[src/design/tst_pkg.sv]
// ----------------------------------------------------------------------------
// Timer slot table package
// Shared widths, item kinds and slot record types of the timer slot table.
// ----------------------------------------------------------------------------
package tst_pkg;

  localparam int TIMER_SLOTS_DEF = 8;
  localparam int MAX_RESULTS     = 8;
  localparam int KEY_W           = 16;
  localparam int CNT_W           = 32;
  localparam int KIND_W          = 3;

  localparam logic [KIND_W-1:0] KIND_TICK    = 3'd0;
  localparam logic [KIND_W-1:0] KIND_CREATE  = 3'd1;
  localparam logic [KIND_W-1:0] KIND_DELETE  = 3'd2;
  localparam logic [KIND_W-1:0] KIND_PROCESS = 3'd3;
  localparam logic [KIND_W-1:0] KIND_READ    = 3'd4;

  typedef struct packed {
    logic             cont;
    logic [CNT_W-1:0] limit;
    logic [CNT_W-1:0] ticks;
    logic [KEY_W-1:0] key;
  } slot_rec_t;

  typedef struct packed {
    logic      rec_we;
    logic      ticks_we;
    slot_rec_t data;
  } slot_wr_t;

endpackage

[src/design/tst_slot_store.sv]
// ----------------------------------------------------------------------------
// Timer slot store
// Slot records held in memories with a registered read port. A slot that was
// never written reads as all zeros.
// ----------------------------------------------------------------------------
module tst_slot_store #(
  parameter int  TIMER_SLOTS = tst_pkg::TIMER_SLOTS_DEF,
  localparam int SLOT_W      = (TIMER_SLOTS > 1) ? $clog2(TIMER_SLOTS) : 1
) (
  input  logic               clk,
  input  logic               rst_n,
  input  logic [SLOT_W-1:0]  addr,
  input  tst_pkg::slot_wr_t  wr,
  output tst_pkg::slot_rec_t rd
);
  import tst_pkg::*;

  logic             cont_mem  [TIMER_SLOTS];
  logic [CNT_W-1:0] limit_mem [TIMER_SLOTS];
  logic [CNT_W-1:0] ticks_mem [TIMER_SLOTS];
  logic [KEY_W-1:0] key_mem   [TIMER_SLOTS];

  logic [TIMER_SLOTS-1:0] written_r;
  logic                   seen_r;
  slot_rec_t              raw_r;

  always_ff @(posedge clk) begin
    if (wr.rec_we) begin
      cont_mem[addr]  <= wr.data.cont;
      limit_mem[addr] <= wr.data.limit;
      key_mem[addr]   <= wr.data.key;
    end
    if (wr.rec_we || wr.ticks_we) begin
      ticks_mem[addr] <= wr.data.ticks;
    end
    raw_r.cont  <= cont_mem[addr];
    raw_r.limit <= limit_mem[addr];
    raw_r.ticks <= ticks_mem[addr];
    raw_r.key   <= key_mem[addr];
  end

  always_ff @(posedge clk) begin
    if (!rst_n) begin
      written_r <= '0;
      seen_r    <= 1'b0;
    end else begin
      seen_r <= written_r[addr];
      if (wr.rec_we) begin
        written_r[addr] <= 1'b1;
      end
    end
  end

  assign rd = seen_r ? raw_r : '0;

endmodule

[src/design/timer_slot_table_core.sv]
// ----------------------------------------------------------------------------
// Timer slot table core
// Table of one-shot and continuous timer slots managed by key, walked one
// slot at a time by a small sequencer around a shared compare and add unit.
// ----------------------------------------------------------------------------
// Each item walks the slots in turn, with a memory read state and an execute
// state for every slot, then a done state that sends its final word. Unused
// kinds go straight to the done state. The input is not ready during the walk.
// A process item pauses its walk while its output word is not taken.
// Reset is synchronous and clears the enable, pending and written marks, so
// the whole table reads as zeros after reset.
module timer_slot_table_core #(
  parameter int TIMER_SLOTS = tst_pkg::TIMER_SLOTS_DEF
) (
  input  logic        clk,
  input  logic        rst_n,
  input  logic        in_tvalid,
  output logic        in_tready,
  input  logic [55:0] in_tdata,   // key[15:0], mode[16], duration[48:17], zero fill
  input  logic [2:0]  in_tuser,   // kind[2:0]
  output logic        out_tvalid,
  input  logic        out_tready,
  output logic [47:0] out_tdata,  // fired_key[15:0], counter_value[47:16]
  output logic [1:0]  out_tuser,  // status[0], fired[1]
  output logic        out_tlast
);
  import tst_pkg::*;

  localparam int SLOT_W  = (TIMER_SLOTS > 1) ? $clog2(TIMER_SLOTS) : 1;
  localparam int TAKEN_W = $clog2(MAX_RESULTS + 1);
  localparam logic [SLOT_W-1:0] LAST_SLOT = SLOT_W'(TIMER_SLOTS - 1);

  localparam logic [1:0] ST_IDLE = 2'd0;
  localparam logic [1:0] ST_READ = 2'd1;
  localparam logic [1:0] ST_EXEC = 2'd2;
  localparam logic [1:0] ST_DONE = 2'd3;

  logic [1:0]             state_r, state_nxt;
  logic [SLOT_W-1:0]      idx_r, idx_nxt;
  logic [KIND_W-1:0]      kind_r, kind_nxt;
  logic [KEY_W-1:0]       key_r, key_nxt;
  logic                   mode_r, mode_nxt;
  logic [CNT_W-1:0]       dur_r, dur_nxt;
  logic                   found_a_r, found_a_nxt;
  logic                   found_b_r, found_b_nxt;
  logic [CNT_W-1:0]       cnt_r, cnt_nxt;
  logic                   held_v_r, held_v_nxt;
  logic [KEY_W-1:0]       held_key_r, held_key_nxt;
  logic [TAKEN_W-1:0]     taken_r, taken_nxt;
  logic [TIMER_SLOTS-1:0] slot_en_r, slot_en_nxt;
  logic [TIMER_SLOTS-1:0] slot_pend_r, slot_pend_nxt;

  logic             out_valid_r, out_valid_nxt;
  logic             out_status_r, out_status_nxt;
  logic             out_fired_r, out_fired_nxt;
  logic [KEY_W-1:0] out_key_r, out_key_nxt;
  logic [CNT_W-1:0] out_cnt_r, out_cnt_nxt;
  logic             out_last_r, out_last_nxt;

  slot_wr_t  wr;
  slot_rec_t rd;
  logic      can_push;
  logic      advance;
  logic      key_hit;
  logic      del_here;
  logic      free_here;

  tst_slot_store #(
    .TIMER_SLOTS(TIMER_SLOTS)
  ) u_store (
    .clk  (clk),
    .rst_n(rst_n),
    .addr (idx_r),
    .wr   (wr),
    .rd   (rd)
  );

  assign in_tready  = (state_r == ST_IDLE);
  assign out_tvalid = out_valid_r;
  assign out_tdata  = {out_cnt_r, out_key_r};
  assign out_tuser  = {out_fired_r, out_status_r};
  assign out_tlast  = out_last_r;
  assign can_push   = !out_valid_r || out_tready;

  assign key_hit   = (rd.key == key_r);
  assign del_here  = key_hit && !found_a_r;
  assign free_here = (!slot_en_r[idx_r] && !slot_pend_r[idx_r]) || del_here;

  always_comb begin
    state_nxt      = state_r;
    idx_nxt        = idx_r;
    kind_nxt       = kind_r;
    key_nxt        = key_r;
    mode_nxt       = mode_r;
    dur_nxt        = dur_r;
    found_a_nxt    = found_a_r;
    found_b_nxt    = found_b_r;
    cnt_nxt        = cnt_r;
    held_v_nxt     = held_v_r;
    held_key_nxt   = held_key_r;
    taken_nxt      = taken_r;
    slot_en_nxt    = slot_en_r;
    slot_pend_nxt  = slot_pend_r;
    out_valid_nxt  = out_valid_r && !out_tready;
    out_status_nxt = out_status_r;
    out_fired_nxt  = out_fired_r;
    out_key_nxt    = out_key_r;
    out_cnt_nxt    = out_cnt_r;
    out_last_nxt   = out_last_r;
    wr             = '0;
    wr.data        = rd;
    advance        = 1'b1;

    unique case (state_r)
      ST_IDLE: begin
        if (in_tvalid) begin
          kind_nxt    = in_tuser;
          key_nxt     = in_tdata[15:0];
          mode_nxt    = in_tdata[16];
          dur_nxt     = in_tdata[48:17];
          idx_nxt     = '0;
          found_a_nxt = 1'b0;
          found_b_nxt = 1'b0;
          cnt_nxt     = '0;
          held_v_nxt  = 1'b0;
          taken_nxt   = '0;
          state_nxt   = (in_tuser <= KIND_READ) ? ST_READ : ST_DONE;
        end
      end
      ST_READ: begin
        state_nxt = ST_EXEC;
      end
      ST_EXEC: begin
        unique case (kind_r)
          KIND_TICK: begin
            if (slot_en_r[idx_r]) begin
              wr.ticks_we = 1'b1;
              if (rd.ticks >= rd.limit) begin
                slot_pend_nxt[idx_r] = 1'b1;
                wr.data.ticks        = '0;
                if (!rd.cont) begin
                  slot_en_nxt[idx_r] = 1'b0;
                end
              end else begin
                wr.data.ticks = rd.ticks + 1'b1;
              end
            end
          end
          KIND_CREATE: begin
            if (del_here) begin
              slot_en_nxt[idx_r]   = 1'b0;
              slot_pend_nxt[idx_r] = 1'b0;
              found_a_nxt          = 1'b1;
            end
            if (free_here && !found_b_r) begin
              wr.rec_we            = 1'b1;
              wr.data.cont         = mode_r;
              wr.data.limit        = dur_r;
              wr.data.ticks        = '0;
              wr.data.key          = key_r;
              slot_en_nxt[idx_r]   = 1'b1;
              slot_pend_nxt[idx_r] = 1'b0;
              found_b_nxt          = 1'b1;
            end
          end
          KIND_DELETE: begin
            if (del_here) begin
              slot_en_nxt[idx_r]   = 1'b0;
              slot_pend_nxt[idx_r] = 1'b0;
              found_a_nxt          = 1'b1;
            end
          end
          KIND_PROCESS: begin
            if (slot_pend_r[idx_r] && (taken_r < TAKEN_W'(MAX_RESULTS))) begin
              if (held_v_r && !can_push) begin
                advance = 1'b0;
              end else begin
                if (held_v_r) begin
                  out_valid_nxt  = 1'b1;
                  out_status_nxt = 1'b0;
                  out_fired_nxt  = 1'b1;
                  out_key_nxt    = held_key_r;
                  out_cnt_nxt    = '0;
                  out_last_nxt   = 1'b0;
                end
                held_v_nxt           = 1'b1;
                held_key_nxt         = rd.key;
                slot_pend_nxt[idx_r] = 1'b0;
                taken_nxt            = taken_r + 1'b1;
              end
            end
          end
          KIND_READ: begin
            if (key_hit && slot_en_r[idx_r] && !found_a_r) begin
              cnt_nxt     = rd.ticks;
              found_a_nxt = 1'b1;
            end
          end
          default: begin
          end
        endcase
        if (advance) begin
          if (idx_r == LAST_SLOT) begin
            state_nxt = ST_DONE;
          end else begin
            idx_nxt   = idx_r + 1'b1;
            state_nxt = ST_READ;
          end
        end
      end
      ST_DONE: begin
        if (can_push) begin
          out_valid_nxt  = 1'b1;
          out_status_nxt = ((kind_r == KIND_CREATE) && !found_b_r) ||
                           ((kind_r == KIND_DELETE) && !found_a_r);
          out_fired_nxt  = (kind_r == KIND_PROCESS) && held_v_r;
          out_key_nxt    = ((kind_r == KIND_PROCESS) && held_v_r) ? held_key_r : '0;
          out_cnt_nxt    = (kind_r == KIND_READ) ? cnt_r : '0;
          out_last_nxt   = 1'b1;
          held_v_nxt     = 1'b0;
          state_nxt      = ST_IDLE;
        end
      end
      default: begin
        state_nxt = ST_IDLE;
      end
    endcase
  end

  always_ff @(posedge clk) begin
    if (!rst_n) begin
      state_r     <= ST_IDLE;
      held_v_r    <= 1'b0;
      taken_r     <= '0;
      slot_en_r   <= '0;
      slot_pend_r <= '0;
      out_valid_r <= 1'b0;
    end else begin
      state_r     <= state_nxt;
      held_v_r    <= held_v_nxt;
      taken_r     <= taken_nxt;
      slot_en_r   <= slot_en_nxt;
      slot_pend_r <= slot_pend_nxt;
      out_valid_r <= out_valid_nxt;
    end
  end

  always_ff @(posedge clk) begin
    idx_r        <= idx_nxt;
    kind_r       <= kind_nxt;
    key_r        <= key_nxt;
    mode_r       <= mode_nxt;
    dur_r        <= dur_nxt;
    found_a_r    <= found_a_nxt;
    found_b_r    <= found_b_nxt;
    cnt_r        <= cnt_nxt;
    held_key_r   <= held_key_nxt;
    out_status_r <= out_status_nxt;
    out_fired_r  <= out_fired_nxt;
    out_key_r    <= out_key_nxt;
    out_cnt_r    <= out_cnt_nxt;
    out_last_r   <= out_last_nxt;
  end

  a_taken_bound: assert property (@(posedge clk) disable iff (!rst_n)
    taken_r <= TAKEN_W'(MAX_RESULTS))
    else $error("More pending slots reported than one item allows.");

  a_idle_no_held: assert property (@(posedge clk) disable iff (!rst_n)
    (state_r == ST_IDLE) |-> !held_v_r)
    else $error("A held fired key was left behind at the end of an item.");

  a_ticks_bound: assert property (@(posedge clk) disable iff (!rst_n)
    (state_r == ST_EXEC && kind_r == KIND_TICK && slot_en_r[idx_r]) |->
      (rd.ticks <= rd.limit))
    else $error("An enabled slot counted past its duration.");

  a_fired_process: assert property (@(posedge clk) disable iff (!rst_n)
    (state_r == ST_DONE && can_push && held_v_r) |-> (kind_r == KIND_PROCESS))
    else $error("A fired key was raised by an item other than process.");

endmodule
[config.mk]
export PLATFORM = sky130hd
export DESIGN_NAME = timer_slot_table_core
export DESIGN_NICKNAME = d
export VERILOG_FILES = /design/src/design/tst_pkg.sv /design/src/design/tst_slot_store.sv /design/src/design/timer_slot_table_core.sv
export SDC_FILE = /design/constraint.sdc
export NUM_CORES = 1
export LEC_CHECK = 0
export BUFFER_PORTS_ARGS = -buffer_cell sky130_fd_sc_hd__buf_2
export CORE_MARGIN = 10
export CORE_UTILIZATION = 45
export CTS_CLUSTER_DIAMETER = 50
export DETAILED_ROUTE_END_ITERATION = 6
export PLACE_DENSITY_LB_ADDON = 0.3
export SETUP_SLACK_MARGIN = 0.1
export SYNTH_ARGS = -nofsm -noshare
export SYNTH_HDL_FRONTEND = slang
export SYNTH_HIERARCHICAL = 1
export SYNTH_SLANG_ARGS = --single-unit
[constraint.sdc]
create_clock -name clk -period 6.1 [get_ports clk]
set_input_delay 0.61 -clock clk [delete_from_list [all_inputs] [get_ports clk]]
set_output_delay 0.61 -clock clk [all_outputs]
set_load 0.005 [all_outputs]
Word-level counts from Yosys, hierarchy flattened
Memories as Yosys holds them, arrays and structs flattened. A register that Yosys moved wholly into a read port is not among the register bits.
Cells that the tools add are included.
{"block": "op_classes", "addsub": 3, "magnitude_cmp": 5, "eq_ne": 29, "muxes": 111, "n_bitwise": 8, "reduce_logical": 43}
{"op": "two-way mux 32 bit", "n": 11}
{"op": "one-hot mux 32 bit (2 select lines)", "n": 3}
{"op": "two-way mux 81 bit", "n": 2}
{"op": "two-way mux 8 bit", "n": 15}
{"op": "two-way mux 16 bit", "n": 7}
{"op": "two-way mux 83 bit", "n": 1}
{"op": "two-way mux 1 bit", "n": 41}
{"op": "!= test 2 bit (second input constant)", "n": 17}
{"op": "two-way mux 33 bit", "n": 1}
{"op": "adder 32 x 1 -> 32 bit (second input constant)", "n": 1}
{"op": "greater-or-equal comparator 32 bit", "n": 1}
{"op": "one-hot mux 16 bit (2 select lines)", "n": 1}
{"op": "one-hot mux 8 bit (4 select lines)", "n": 1}
{"op": "AND 8 bit", "n": 3}
{"op": "OR 8 bit", "n": 3}
{"op": "one-hot mux 8 bit (3 select lines)", "n": 1}
{"op": "AND reduction 6 bit", "n": 3}
{"op": "equality test 16 bit", "n": 1}
{"op": "two-way mux 4 bit", "n": 4}
{"op": "AND reduction 4 bit", "n": 4}
{"op": "AND reduction 5 bit", "n": 3}
{"op": "one-hot mux 1 bit (2 select lines)", "n": 7}
{"op": "logical AND 1 bit", "n": 12}
{"op": "two-way mux 2 bit", "n": 5}
{"op": "31 further kinds", "n": 51}
{"block": "totals", "register_bits": 189, "ram_bits": 648, "in_bits": 63, "output_inout_bits": 53, "elab_cells": 225, "memories": 4}
{"name": "u_store.limit_mem", "words": 8, "width": 32, "read_ports": 1, "rd_ports_with_merged_regs": 1, "write_ports": 1, "line_no": "tst_slot_store.sv:19", "source": "logic [CNT_W-1:0] limit_mem [TIMER_SLOTS];"}
{"name": "u_store.ticks_mem", "words": 8, "width": 32, "read_ports": 1, "rd_ports_with_merged_regs": 1, "write_ports": 1, "line_no": "tst_slot_store.sv:20", "source": "logic [CNT_W-1:0] ticks_mem [TIMER_SLOTS];"}
{"name": "u_store.key_mem", "words": 8, "width": 16, "read_ports": 1, "rd_ports_with_merged_regs": 1, "write_ports": 1, "line_no": "tst_slot_store.sv:21", "source": "logic [KEY_W-1:0] key_mem [TIMER_SLOTS];"}
{"name": "u_store.cont_mem", "words": 8, "width": 1, "read_ports": 1, "rd_ports_with_merged_regs": 1, "write_ports": 1, "line_no": "tst_slot_store.sv:18", "source": "logic cont_mem [TIMER_SLOTS];"}

Longest topological paths before layout
{"block": "depth", "word_depth": 12, "ltp_mapped": 13, "mapped_depth_nobuf": 10}

Modules after synthesis
Netlist, hierarchy kept.
{"mod": "tst_slot_store", "n_inst": 1, "cells_per_inst": 1163, "area_each_um2": 26918.3, "seq_area_each_um2": 21260.4}
{"mod": "timer_slot_table_core", "n_inst": 1, "cells_per_inst": 875, "area_each_um2": 9504.1, "seq_area_each_um2": 5165.0}

Worst setup path after synthesis
No wires, ideal clock.
{"block": "synth_path", "kind": "reg2reg", "startpoint": "reg idx_r[1]", "endpoint": "mem u_store.cont_mem[0] (enable)", "setup_time_ps": 518, "t_arrival_ps": 5626, "t_required_ps": 5582, "path_slack_ps": -45, "stages_incl_launch_ff": 12, "n_path_buf": 4, "synth_period_minus_slack_ps": 6145, "cell_sequence": "edfxtp_1 > buf_6 > mux2_4 > a221o_1 > a22o_1 > o32ai_1 > and3_1 > buf_4 > buf_6 > buf_4 > nand2b_1 > nor3_1"}
{"element": "start, declared", "line_no": "timer_slot_table_core.sv:39", "source": "logic [SLOT_W-1:0] idx_r, idx_nxt;"}
{"element": "start signal, assigned", "line_no": "timer_slot_table_core.sv:249", "source": "idx_r <= idx_nxt;"}
{"element": "end, declared", "line_no": "tst_slot_store.sv:18"}

==> metrics.md <==
| Metric | Value |
|---|---|
| DRT Wirelength | between 80 and 90 mm |
| Max Slew Vio Count | 0 |
| Commonest cells post-synth | edfxtp_1, and2_1, mux4_2 |
| Routing usage on met3 | about 3.5% |
| Io pins | between 100 and 150 |
| Worst-path clk slew | roughly 0.06 ns |
| Total track usage | around 17% |
| FF-to-FF path depth | 11 |
| Slew margin rel. | approximately a quarter |
| Most frequent cell after synthesis | edfxtp_1 |
| DRC Markers | 0 |
| H-tree Lvls | 3 |
| Drt via density | ~5.6 |
| Ratio of cells with drive above 1 in the final layout | a little over a quarter |
| Cts repair resizes | 0 |
| Hold/Removal Path Class | primary input to register |
| Max Cap Viol | 0 |
| Hold Crit Depth | 1 |
| # hold bufs at CTS | 0 |
| Worst path slowest cell | a31oi_1 |
| Starting Density | around 45% |
| Sum Neg Setup Slack | 0 ns |
| Slew @ Worst Pin | roughly 1.1 ns |
| Final setup skew | around 0.042 ns |
| Hold Path Sink | dur_r[11] |
| Power, Total | about 0.014 W |
| RR Startpoint | u_store/seen_r |
| Yosys Warn Count | 6 |
| Layout fillers | 6409 |
| Hpwl dp | 47.62 mm |
| Max VDD drop | about 0.00024 V |
| Worst-skew pair later-pin latency | approximately 0.66 ns |
| Cell internal pwr | approximately 0.011 W |
| Critical path's largest stage delay | slightly above 0.6 ns |
| Post-route ant nets | 0 |
| EDFF count, synth | 804 |
| Synth Instances | slightly above 2000 |
| RD Place Congestion | about 0.81 |
| Leak Pwr | between 10 and 15 nW |
| Min-delay src | in_tdata[28] |
| Outcome | completed |
| Synth top area cells | edfxtp_1, mux4_2, dfxtp_1 |
| Critical Path, Cell by Cell | buf_12 -> and2_1 -> ha_1 -> a21oi_1 -> o21ai_0 -> a221oi_1 -> nand3_1 -> a221oi_4 -> buf_4 -> a41oi_1 -> a31oi_1 |
| Critical path startpoint category | register |
| First-pass GRT wire length | 122.6 mm |
| # clock sinks | 918 |
| Area Growth Syn to Fin | 14.71% |
| PD cells | approximately 330 mW/mm2 |
| Share of the synthesized area in the top cell type | between 60% and 70% |
| Clock Power Share | 44.7% |
| Final nets | roughly 2300 |
| Synth unique cells | between 70 and 80 |
| CTS buffer count | between 100 and 150 |
| Net Sw Frac | a little over a fifth |
| Iter 0 DRT Violations | around 1800 |
| Post-synth top area cell | edfxtp_1 |
| Critical Path Fanout Max | 64 |
| Die area | about 0.093 mm2 |
| Combinational share of power | under 10% |
| Synthesized cell area | between 0.03 and 0.04 mm2 |
| Reg2reg end | u_store/ticks_mem[4][24] |
| Global-route met1 utilization | a little under a quarter |
| Chip Height | about 300 um |
| Fin util | 51.96% |
| Overflow after GRT | 0 |
| Crit path buf inv count | 2 |
| Crit path max-delay family | compound AO/OA/AOI/OAI gates |
| GRT busiest layer | met2 |
| Post-CTS Setup Bufs | 0 |
| Ys async rst share | 0% |
| Chip Width | approximately 300 um |
| R2R setup slack | between 1.5 and 2 ns |
| Sequential share of the synthesized area | roughly 73% |
| Setup crit end kind | register |
| DR vias | ~19000 |
| Multi-input combinational cell area | 0.009340 mm2 |
| RSZ-0062 raised after global routing | no |
| Max Freq | about 0.22 GHz |
| Final worst-path cycle share | 74.07% |
| WL per Instance | approximately 24 um |
| Floorplan core area | between 0.08 and 0.09 mm2 |
| Crit path kind | register to register |
| Antenna violations before repair | 1 |
| Required @ worst endpoint | between 6 and 7 ns |
| Critical path arrival | approximately 4.8 ns |
| Final min period | between 4 and 5 ns |
| TritonCTS clock tree | yes |
| FF+latch area | approximately 0.026 mm2 |
| Flops & latches, synth | 918 |
| Vias in the first global route | around 19000 |
| Port bufs | roughly 110 |
| Prevailing post-synth register cell | edfxtp_1 |
| Switch Pwr | 0.002928 W |
| Root Buffer | clkbuf_16 |
| Met2 Resource Use GR | approximately 28% |
| Largest net degree at the start of global routing | around 100 |
| Drt pass-1 iters | 5 |
| Synth Area per Inst | 17.87 um2 |
| Fin. Hold Viols | 0 |
| Syn nets | around 2100 |
| Floorplan row count | between 100 and 150 |
| Setup violators final | 0 |
| Clock buffer depth | 3 |
| Seq pwr share | 50.4% |
==> placed cells by master (no fill, tap or decap), types with 27 or more instances in the layout <==
cell	count
and2_1	165
dfxtp_1	113
ha_1	36
buf_2	108
edfxtp_1	804
mux4_2	164
o21ai_0	42
nand2_1	102
buf_4	31
mux2_2	100
nor2_1	38
clkbuf_16	102
a31oi_1	27
inv_1	45
nand3_1	35
==> power groups by stage <==
| stage | registers [W] | clock network, W | logic, W |
|---|---|---|---|
| after floorplan | 0.00705 | 0 | 0.000523 |
| after global placement | 0.00707 | 0 | 0.000665 |
| after detailed placement | 0.00707 | 0 | 0.000677 |
| after CTS | 0.00694 | 0.00625 | 0.000680 |
| after global routing | 0.00695 | 0.00652 | 0.000724 |
| final | 0.00694 | 0.00615 | 0.000668 |
==> worst max path at each step <==
stage / slack, ns / start / depth (start not counted) / endpoint
5_1_grt: 1.24 / u_store/seen_r / 11 / u_store/ticks_mem[3][24]
6_report: 1.58 / u_store/seen_r / 11 / u_store/ticks_mem[4][24]
4_1_cts: 1.62 / u_store/seen_r / 11 / u_store/ticks_mem[4][24]
3_3_place_gp: 1.75 / u_store/seen_r / 11 / u_store/ticks_mem[0][31]
3_5_place_dp: 1.64 / u_store/seen_r / 11 / u_store/ticks_mem[0][31]
2_1_floorplan: 1.13 / idx_r[1] / 11 / u_store/ticks_mem[2][0]
==> routing by layer <==
metal	share of wire, %	vias to the layer above
li1	-	8313
met1	43	9757
met2	48	617
met3	6.5	122
met4	2.4	0
met5	0	-
==> flip-flops by register name, indices dropped and copies added, names as in the netlist, 2 cells and up <==
name,flops
u_store/ticks_mem,256
slot_pend_r,8
slot_en_r,8
held_key_r,16
state_r,2
u_store/raw_r,81
out_key_r,16
idx_r,3
kind_r,3
u_store/written_r,8
out_cnt_r,32
u_store/cont_mem,8
taken_r,4
cnt_r,32
key_r,16
u_store/key_mem,128
u_store/limit_mem,256
dur_r,32
==> cells by family after synthesis <==
kind of cell / Yosys count / share of synthesized area (%)
simple gates: 450 / 6.613
fa+ha+maj: 36 / 1.237
mux: 268 / 13.39
flops: 918 / 72.55
buf+inv: 155 / 2.178
xor+xnor: 18 / 0.4328
compound gates: 193 / 3.593
==> layout make-up <==
class	count	area share, %
flip-flops and latches	918	63.25
well taps	1060	3.174
clock inverters	62	1.584
clock buffers	130	6.600
inverters	46	0.4133
repair buffers	155	2.617
multi-input cells	965	22.36
diodes	1	0.005989
==> stage by stage <==
step	setup WS [ns]	hold slack, ns	instances	cell area [um2]
final	1.582	0.1161	3337	41780
after floorplan	1.131	0.4354	2038	36430
after global routing	1.239	0.08085	3336	41780
after CTS	1.623	0.08550	3336	41780
after detailed placement	1.638	0.4527	3144	38360
after global placement	1.747	0.4416	3144	38360
Note: power is estimated with default switching activity, not from simulation.
